<file path="src/design/los_pkg.sv">
// Package for the layer occupancy statistics block: types, codes and constants.
`default_nettype none
package los_pkg;

    localparam int DEF_LAYER_COUNT = 28;
    localparam int DEF_MAX_EVENTS  = 1048576;
    localparam int CENTRE_COUNT    = 28;
    localparam int IDX_W           = 7;
    localparam int SUM_W           = 36;
    localparam int SQ_W            = 52;
    localparam int EVT_W           = 21;

    localparam logic [1:0] CMD_HIT      = 2'd0;
    localparam logic [1:0] CMD_PARTICLE = 2'd1;
    localparam logic [1:0] CMD_EOE      = 2'd2;
    localparam logic [1:0] CMD_REPORT   = 2'd3;

    localparam logic REG_HALF_WINDOW = 1'b0;
    localparam logic REG_WANTED_CODE = 1'b1;

    localparam logic [2:0] OP_MEAN = 3'd0;
    localparam logic [2:0] OP_NQ   = 3'd1;
    localparam logic [2:0] OP_SS   = 3'd2;
    localparam logic [2:0] OP_NN   = 3'd3;
    localparam logic [2:0] OP_VAR  = 3'd4;
    localparam logic [2:0] OP_SQRT = 3'd5;

    localparam logic signed [17:0] CENTRES [CENTRE_COUNT] = '{
        18'sd18308, 18'sd18414, 18'sd19075, 18'sd19181, 18'sd19842, 18'sd19948,
        18'sd20609, 18'sd20715, 18'sd21376, 18'sd21482, 18'sd22143, 18'sd22249,
        18'sd22910, 18'sd23016, 18'sd23677, 18'sd23783, 18'sd24444, 18'sd24550,
        18'sd25211, 18'sd25317, 18'sd25978, 18'sd26084, 18'sd26745, 18'sd26851,
        18'sd27512, 18'sd27618, 18'sd28279, 18'sd28385
    };

    typedef struct packed {
        logic             count_hit;
        logic             count_part;
        logic             acc_rd;
        logic             acc_wr;
        logic             evt_clear;
        logic             evt_inc;
        logic             op_start;
        logic [2:0]       op;
        logic             out_emit;
        logic             tot;
        logic             last;
        logic             src;
        logic [IDX_W-1:0] idx;
    } t_dp_cmd;

    typedef struct packed {
        logic arith_busy;
        logic evt_full;
    } t_dp_stat;

endpackage
`default_nettype wire

</file>
<file path="src/design/los_ctrl.sv">
// Controller state machine sequencing counting, end of event and report walks.
`default_nettype none
module los_ctrl #(
    parameter int LAYER_COUNT = los_pkg::DEF_LAYER_COUNT
) (
    input  logic              i_clk,
    input  logic              i_rst_n,
    input  logic              i_start,
    input  logic [1:0]        i_cmd,
    input  los_pkg::t_dp_stat i_stat,
    output logic              o_busy,
    output los_pkg::t_dp_cmd  o_dp
);
    import los_pkg::*;

    localparam logic [2:0] S_IDLE   = 3'd0;
    localparam logic [2:0] S_EOE_RD = 3'd1;
    localparam logic [2:0] S_EOE_WR = 3'd2;
    localparam logic [2:0] S_REP_RD = 3'd3;
    localparam logic [2:0] S_OP     = 3'd4;
    localparam logic [2:0] S_WAIT   = 3'd5;
    localparam logic [2:0] S_OUT    = 3'd6;
    localparam logic [IDX_W-1:0] LAST_IDX = IDX_W'(LAYER_COUNT);

    logic [2:0]       r_state, n_state;
    logic [IDX_W-1:0] r_idx, n_idx;
    logic             r_src, n_src;
    logic [2:0]       r_op, n_op;
    logic             tot;

    assign tot    = (r_idx == LAST_IDX);
    assign o_busy = (r_state != S_IDLE);

    always_comb begin
        n_state = r_state;
        n_idx   = r_idx;
        n_src   = r_src;
        n_op    = r_op;
        o_dp      = '0;
        o_dp.idx  = r_idx;
        o_dp.src  = r_src;
        o_dp.op   = r_op;
        o_dp.tot  = tot;
        o_dp.last = r_src && tot;
        unique case (r_state)
            S_IDLE: begin
                if (i_start) begin
                    unique case (i_cmd)
                        CMD_HIT:      o_dp.count_hit = 1'b1;
                        CMD_PARTICLE: o_dp.count_part = 1'b1;
                        CMD_EOE: begin
                            if (i_stat.evt_full) begin
                                o_dp.evt_clear = 1'b1;
                            end else begin
                                n_state = S_EOE_RD;
                                n_idx   = '0;
                            end
                        end
                        CMD_REPORT: begin
                            n_state = S_REP_RD;
                            n_idx   = '0;
                            n_src   = 1'b0;
                        end
                    endcase
                end
            end
            S_EOE_RD: begin
                o_dp.acc_rd = 1'b1;
                n_state     = S_EOE_WR;
            end
            S_EOE_WR: begin
                o_dp.acc_wr = 1'b1;
                if (tot) begin
                    o_dp.evt_clear = 1'b1;
                    o_dp.evt_inc   = 1'b1;
                    n_state        = S_IDLE;
                end else begin
                    n_idx   = r_idx + 1'b1;
                    n_state = S_EOE_RD;
                end
            end
            S_REP_RD: begin
                o_dp.acc_rd = 1'b1;
                n_op        = OP_MEAN;
                n_state     = S_OP;
            end
            S_OP: begin
                o_dp.op_start = 1'b1;
                n_state       = S_WAIT;
            end
            S_WAIT: begin
                if (!i_stat.arith_busy) begin
                    if (r_op == OP_SQRT) begin
                        n_state = S_OUT;
                    end else begin
                        n_state = S_OP;
                        unique case (r_op)
                            OP_MEAN: n_op = OP_NQ;
                            OP_NQ:   n_op = OP_SS;
                            OP_SS:   n_op = OP_NN;
                            OP_NN:   n_op = OP_VAR;
                            default: n_op = OP_SQRT;
                        endcase
                    end
                end
            end
            S_OUT: begin
                o_dp.out_emit = 1'b1;
                n_state       = S_REP_RD;
                if (tot) begin
                    n_idx = '0;
                    if (r_src) begin
                        n_state = S_IDLE;
                    end else begin
                        n_src = 1'b1;
                    end
                end else begin
                    n_idx = r_idx + 1'b1;
                end
            end
            default: n_state = S_IDLE;
        endcase
    end

    always_ff @(posedge i_clk) begin
        if (!i_rst_n) begin
            r_state <= S_IDLE;
            r_idx   <= '0;
            r_src   <= 1'b0;
            r_op    <= OP_MEAN;
        end else begin
            r_state <= n_state;
            r_idx   <= n_idx;
            r_src   <= n_src;
            r_op    <= n_op;
        end
    end

    a_report_goes_busy: assert property (@(posedge i_clk) disable iff (!i_rst_n)
        (i_start && !o_busy && i_cmd == CMD_REPORT) |=> o_busy)
        else $error("Report command did not start the walk.");

    a_idx_in_range: assert property (@(posedge i_clk) disable iff (!i_rst_n)
        r_idx <= LAST_IDX)
        else $error("Layer index ran past the total entry.");

    a_write_after_read: assert property (@(posedge i_clk) disable iff (!i_rst_n)
        o_dp.acc_wr |-> $past(o_dp.acc_rd))
        else $error("Accumulator written without a preceding read.");
endmodule
`default_nettype wire

</file>
<file path="config.mk">
export PLATFORM = sky130hd
export DESIGN_NAME = los_ctrl
export DESIGN_NICKNAME = d
export VERILOG_FILES = /design/src/design/los_pkg.sv /design/src/design/los_ctrl.sv
export SDC_FILE = /design/constraint.sdc
export NUM_CORES = 1
export LEC_CHECK = 0
export ABC_AREA = 1
export BUFFER_PORTS_ARGS = -buffer_cell sky130_fd_sc_hd__buf_2
export CAP_MARGIN = 15
export CORE_ASPECT_RATIO = 1.25
export CORE_UTILIZATION = 45
export DETAILED_ROUTE_END_ITERATION = 16
export PLACE_DENSITY_LB_ADDON = 0.05
export SLEW_MARGIN = 20
export SYNTH_ARGS = -nofsm -noshare
export SYNTH_HDL_FRONTEND = slang
export SYNTH_SLANG_ARGS = --single-unit
</file>
<file path="constraint.sdc">
create_clock -name i_clk -period 1.8 [get_ports i_clk]
set_clock_uncertainty 0.2 [all_clocks]
set_input_delay 0.36 -clock i_clk [delete_from_list [all_inputs] [get_ports i_clk]]
set_output_delay 0.36 -clock i_clk [all_outputs]
set_load 0.02 [all_outputs]
</file>
# [Word-level counts from Yosys, hierarchy flattened]
# Cells that the tools add are included.
[op_classes] n_addsub=1 eq_ne=22 mux=37 reduce_logical=13
[ops] operator="$mux 7" count=4
[ops] operator="$pmux 3 s7" count=1
[ops] operator="$pmux 7 s3" count=1
[ops] operator="$mux 3" count=5
[ops] operator="$mux 1" count=14
[ops] operator="$pmux 7 s2" count=1
[ops] operator="$eq 3x2->1 const B" count=4
[ops] operator="$eq 3x3->1 const B" count=4
[ops] operator="$mux 2" count=6
[ops] operator="$pmux 3 s2" count=2
[ops] operator="$pmux 3 s4" count=1
[ops] operator="$ne 2x2->1 const B" count=5
[ops] operator="$reduce_and 4->1" count=2
[ops] operator="$add 7x1->7 const B" count=1
[ops] operator="$eq 7x5->1 const B" count=1
[ops] operator="$eq 3x1->1 const B" count=2
[ops] operator="$logic_not 3->1" count=2
[ops] operator="$reduce_bool 3->1" count=2
[ops] operator="$reduce_and 5->1" count=1
[ops] operator="$eq 2x2->1 const B" count=2
[ops] operator="$pmux 1 s2" count=2
[ops] operator="$reduce_bool 2->1" count=2
[ops] operator="$ne 3x1->1 const B" count=1
[ops] operator="$ne 3x3->1 const B" count=1
[ops] operator="6 further kinds" count=6
[totals] register_bits=14 input_bits=7 out_inout_bits=22 wordCells=77

# [Depth between registers and ports, before layout]
[logic_depth] depth_word=5 mapped_depth=11 ltp_nobuf=11

# [Worst setup path before layout]
# OpenSTA, ideal clock, no wires.
[synth_path] kind="register to output" startpoint="reg r_idx[0]" endpoint="out o_dp[8] in the netlist's numbering" t_arrival_ns=1.248 required_ns=1.240 slack_ns=-0.008 path_stages_with_launch=7 path_buffers=0 cell_sequence="dfxtp_1 > inv_1 > ha_1 > nand2_1 > nor2_2 > nand2_2 > nor2_1"
[synth_lines] item="from (decl)" line="los_ctrl.sv:26" source="logic [IDX_W-1:0] r_idx, n_idx;"
[synth_lines] item="from (signal assigned)" line="los_ctrl.sv:133" source="r_idx <= n_idx;"
[synth_lines] item="to (decl)" line="los_ctrl.sv:12" source="output los_pkg::t_dp_cmd o_dp"

==> impl_metrics.xml <==
<?xml version="1.0" encoding="UTF-8"?>
<metrics>
  <group name="setup_path">
    <metric name="crit-reg2reg-capture" unit="">r_idx[0]</metric>
    <metric name="path_cells" unit="">nor2_4 &gt; nand2_2 &gt; nor2_4 &gt; nand2_1 &gt; nand2_1 &gt; buf_4</metric>
    <metric name="cp-start-kind" unit="">register</metric>
    <metric name="crit_path_top_delay_cell" unit="">sky130_fd_sc_hd__dfxtp_4</metric>
    <metric name="reg2reg_slack" unit="ns">0.11</metric>
    <metric name="timing.critical_path.from" unit="">r_state[0]</metric>
    <metric name="worst_ep_required_time" unit="ns">1.24</metric>
    <metric name="worst_r2r_path_depth" unit="">10</metric>
    <metric name="cpLargestDelayFamily" unit="">simple AND/OR/NAND/NOR gates</metric>
    <metric name="worstSetupPathDepth" unit="">6</metric>
    <metric name="timing.critical_path.to" unit="">o_dp[16]</metric>
    <metric name="critPathMaxStageDelay" unit="ns">0.39</metric>
    <metric name="combined_buffer_and_inverter_count_along_the_critical_path" unit="">1</metric>
    <metric name="worst-setup-path-type" unit="">reg -&gt; out</metric>
    <metric name="cp-end-kind" unit="">output pin</metric>
    <metric name="arrival" unit="ns">1.33</metric>
    <metric name="crit_fanout" unit="">5</metric>
    <metric name="worst_r2r_startpoint" unit="">r_state[1]</metric>
  </group>
  <group name="yosys">
    <metric name="yosys_warnings" unit="">0</metric>
    <metric name="postSynthRegisterBits" unit="">14</metric>
    <metric name="async_reset_ff_frac" unit="">0</metric>
    <metric name="syn-instance-count" unit="">157</metric>
    <metric name="synth.distinct_cells" unit="">23</metric>
    <metric name="avgSynthCellArea" unit="um^2">6.31</metric>
    <metric name="synth_edf_count" unit="">0</metric>
    <metric name="synth.net_count" unit="">166</metric>
    <metric name="ys_dominant_reg_cell" unit="">sky130_fd_sc_hd__dfxtp_1</metric>
    <metric name="netlist_area" unit="um^2">991</metric>
    <metric name="synth-seq-area-share" unit="">0.283</metric>
  </group>
  <group name="power_and_ir_drop">
    <metric name="seqPwrFrac" unit="">0.387</metric>
    <metric name="clock_power_share" unit="">0.286</metric>
    <metric name="p_leak" unit="nW">0.680</metric>
    <metric name="peakVddDrop" unit="mV">0.477</metric>
    <metric name="power.switching_fraction" unit="">0.367</metric>
    <metric name="p_total" unit="W">0.000878</metric>
    <metric name="internal_power" unit="W">0.000555</metric>
    <metric name="comb_power_share" unit="">0.328</metric>
    <metric name="net_load_switching_power" unit="W">0.000323</metric>
    <metric name="power.density" unit="nW/um^2">617</metric>
  </group>
  <group name="sta">
    <metric name="rsz0062_at_grt" unit="">yes</metric>
    <metric name="slew_headroom" unit="">0.789</metric>
    <metric name="max_freq" unit="GHz">0.529</metric>
    <metric name="maxSlewViolCount" unit="">0</metric>
    <metric name="report.final.setup_viol" unit="">6</metric>
    <metric name="timing.final.crit_share" unit="">1.05</metric>
    <metric name="tightest_slew" unit="ns">0.315</metric>
    <metric name="totalNegativeSetupSlack" unit="ns">-0.348</metric>
    <metric name="timing.final.crit_period" unit="ns">1.89</metric>
    <metric name="postLayoutSetupSlackWorst" unit="ns">-0.0921</metric>
    <metric name="report.final.hold_viol_count" unit="">0</metric>
  </group>
  <group name="drt">
    <metric name="post_drt_via_cell_ratio" unit="">5.49</metric>
    <metric name="wl_per_cell" unit="um">12.8</metric>
    <metric name="detail_route.first_pass.iterations" unit="">6</metric>
    <metric name="final_antenna_net_count" unit="">0</metric>
    <metric name="drt_drc_violations_left" unit="">0</metric>
    <metric name="route.final.wire_length" unit="um">2850</metric>
    <metric name="initialDrtViolationCount" unit="">32</metric>
    <metric name="route.vias.total" unit="">1219</metric>
  </group>
  <group name="placement">
    <metric name="place_congestion" unit="">0.907</metric>
    <metric name="post-dp-hpwl" unit="um">1930</metric>
    <metric name="place.port_buffers" unit="">28</metric>
  </group>
  <group name="cts">
    <metric name="clock_insertion_delay_worst_skew" unit="ns">0.31</metric>
    <metric name="number_of_h_tree_levels" unit="">1</metric>
    <metric name="cts_made_buffers" unit="">3</metric>
    <metric name="worst_setup_hold_path_clk_slew" unit="ns">0.10</metric>
    <metric name="clock_tree_from_tritoncts" unit="">done</metric>
    <metric name="clk_path_buf_depth" unit="">2</metric>
    <metric name="tritoncts_num_sinks" unit="">14</metric>
    <metric name="clock_tree.root_cell" unit="">sky130_fd_sc_hd__clkbuf_4</metric>
  </group>
  <group name="floorplan">
    <metric name="io_pins" unit="">29</metric>
    <metric name="floorplan.initialDensity" unit="">0.489</metric>
    <metric name="placement_rows" unit="">18</metric>
    <metric name="die_area" unit="um^2">2390</metric>
    <metric name="chipHeight" unit="um">54.5</metric>
    <metric name="core_area" unit="um^2">2030</metric>
    <metric name="horiz_die_dim" unit="um">44.0</metric>
  </group>
  <group name="cells_and_area">
    <metric name="antennaDiodeCount" unit="">0</metric>
    <metric name="fin_nets" unit="">212</metric>
    <metric name="layout_area_overhead" unit="%">43.6</metric>
    <metric name="final_layout_size_suffix_gt1_frac" unit="">0.406</metric>
  </group>
  <group name="job">
    <metric name="drv.max_cap_violation_count" unit="">0</metric>
  </group>
  <group name="global_route">
    <metric name="vias_in_the_first_global_route" unit="">1041</metric>
    <metric name="pin_count_of_the_biggest_net_entering_global_routing" unit="">10</metric>
    <metric name="grt_util_all_layers" unit="">0.248</metric>
    <metric name="grt_first_pass_wirelength" unit="um">4440</metric>
    <metric name="grt_overflow_total" unit="">0</metric>
    <metric name="initial_antenna_violation_count" unit="">0</metric>
  </group>
  <group name="hold_path">
    <metric name="hp-class" unit="">in -&gt; reg</metric>
  </group>
  <group name="run_status">
    <metric name="failing_checks" unit="">negative setup slack</metric>
    <metric name="run_status" unit="">finished with violations</metric>
  </group>
</metrics>
==> logic make-up after synthesis <==
group,after synthesis,share of synthesized area
compound gates,26,0.136
xor+xnor,1,0.00884
fa+ha+maj,2,0.0252
buf+inv,24,0.102
flops,14,0.283
simple gates,90,0.444
==> layer usage <==
metal	share of wire	GRT usage	vias to the layer above
li1	-	-	603
met1	0.41	0.279	570
met2	0.53	0.458	41
met3	0.045	0.0363	5
met4	0.019	0.121	0
met5	0	0	-
==> synth_stat cells, types with 2 or more instances <==
cell	instances	area (um^2)
sky130_fd_sc_hd__nand2_1	42	158
sky130_fd_sc_hd__a21oi_1	15	75.1
sky130_fd_sc_hd__nor2_1	9	33.8
sky130_fd_sc_hd__o21ai_1	2	10.0
sky130_fd_sc_hd__nand4_1	5	31.3
sky130_fd_sc_hd__o21ai_0	7	35.0
sky130_fd_sc_hd__inv_2	5	18.8
sky130_fd_sc_hd__inv_1	15	56.3
sky130_fd_sc_hd__dfxtp_1	14	280
sky130_fd_sc_hd__nor3_1	6	30.0
sky130_fd_sc_hd__ha_1	2	25.0
sky130_fd_sc_hd__buf_4	3	22.5
sky130_fd_sc_hd__nand3_1	12	60.1
sky130_fd_sc_hd__nand2_2	4	25.0
sky130_fd_sc_hd__nor2_2	5	31.3
sky130_fd_sc_hd__nor2_4	4	45.0
==> how the worst min path moves through the flow <==
stage | startpoint | endpoint | slack (ns) | cells past startpoint
after floorplan | i_rst_n | r_op[2] | 0.28 | 2
after global placement | r_op[1] | r_op[1] | 0.30 | 2
after detailed placement | r_src | r_src | 0.31 | 2
after CTS | i_rst_n | r_op[2] | 0.13 | 3
after global routing | i_rst_n | r_op[2] | 0.14 | 3
final | i_rst_n | r_state[2] | 0.12 | 3
==> per-stage QoR <==
step | setup WS, ns | hold slack [ns] | area [um^2] | cells | utilization
finish | -0.0921 | 0.125 | 1420 | 222 | 0.702
global route | -0.144 | 0.142 | 1420 | 222 | 0.702
CTS | -0.149 | 0.133 | 1340 | 217 | 0.662
detailed placement | 0.0375 | 0.311 | 1190 | 209 | 0.586
global placement | 0.0677 | 0.301 | 1190 | 209 | 0.586
floorplan | 0.0321 | 0.284 | 992 | 157 | -
==> state kept, by name, summed over array words and instances (netlist names) <==
register and count:
r_idx 7, r_op 3, r_src 1, r_state 3
==> layout by cell type (no fill, tap or decap), types with 4 or more instances in the layout <==
| cell type | instances |
|---|---|
| sky130_fd_sc_hd__nor2_4 | 9 |
| sky130_fd_sc_hd__nand2_4 | 4 |
| sky130_fd_sc_hd__nand4_1 | 5 |
| sky130_fd_sc_hd__inv_1 | 12 |
| sky130_fd_sc_hd__nor3_1 | 4 |
| sky130_fd_sc_hd__nand3_1 | 11 |
| sky130_fd_sc_hd__buf_2 | 21 |
| sky130_fd_sc_hd__inv_2 | 8 |
| sky130_fd_sc_hd__dfxtp_1 | 9 |
| sky130_fd_sc_hd__a21oi_1 | 15 |
| sky130_fd_sc_hd__o21ai_0 | 7 |
| sky130_fd_sc_hd__buf_6 | 5 |
| sky130_fd_sc_hd__nand2_1 | 40 |
| sky130_fd_sc_hd__buf_4 | 18 |
| sky130_fd_sc_hd__nor2_1 | 8 |
==> layout make-up <==
type,instances,area (um^2)
fillers,171,604
clock buffers,4,36.3
repair buffers,44,297
inverters,21,78.8
flip-flops and latches,14,294
multi-input cells,119,692
well taps,20,25.0
==> power groups by stage <==
stage / Clock [W] / Combinational [W] / Sequential [W]
final: 0.000251 / 0.000288 / 0.000340
after global routing: 0.000259 / 0.000313 / 0.000341
after CTS: 0.000251 / 0.000256 / 0.000339
after detailed placement: 0 / 0.000228 / 0.000342
after global placement: 0 / 0.000226 / 0.000342
after floorplan: 0 / 0.000155 / 0.000350
==> what timing repair did <==
action / CTS / global route
setup buffers: 4 / 5
gates cloned: 0 / 0
hold buffers: 0 / 0
endpoints found under the setup margin: 8 / 7
resized for setup: 27 / 12
pin swaps: 6 / 4
==> worst reg2reg max path, cell delays in order, from the launching register on <==
cell	delay, ns
sky130_fd_sc_hd__dfxtp_4	0.43
sky130_fd_sc_hd__inv_2	0.08
sky130_fd_sc_hd__nand2_2	0.12
sky130_fd_sc_hd__nor2_4	0.05
sky130_fd_sc_hd__buf_4	0.14
sky130_fd_sc_hd__nor2_4	0.17
sky130_fd_sc_hd__inv_2	0.05
sky130_fd_sc_hd__nor2_2	0.16
sky130_fd_sc_hd__nand2_1	0.08
sky130_fd_sc_hd__nand2_1	0.07
sky130_fd_sc_hd__nor2_1	0.04
(Power assumes the default switching activity.)
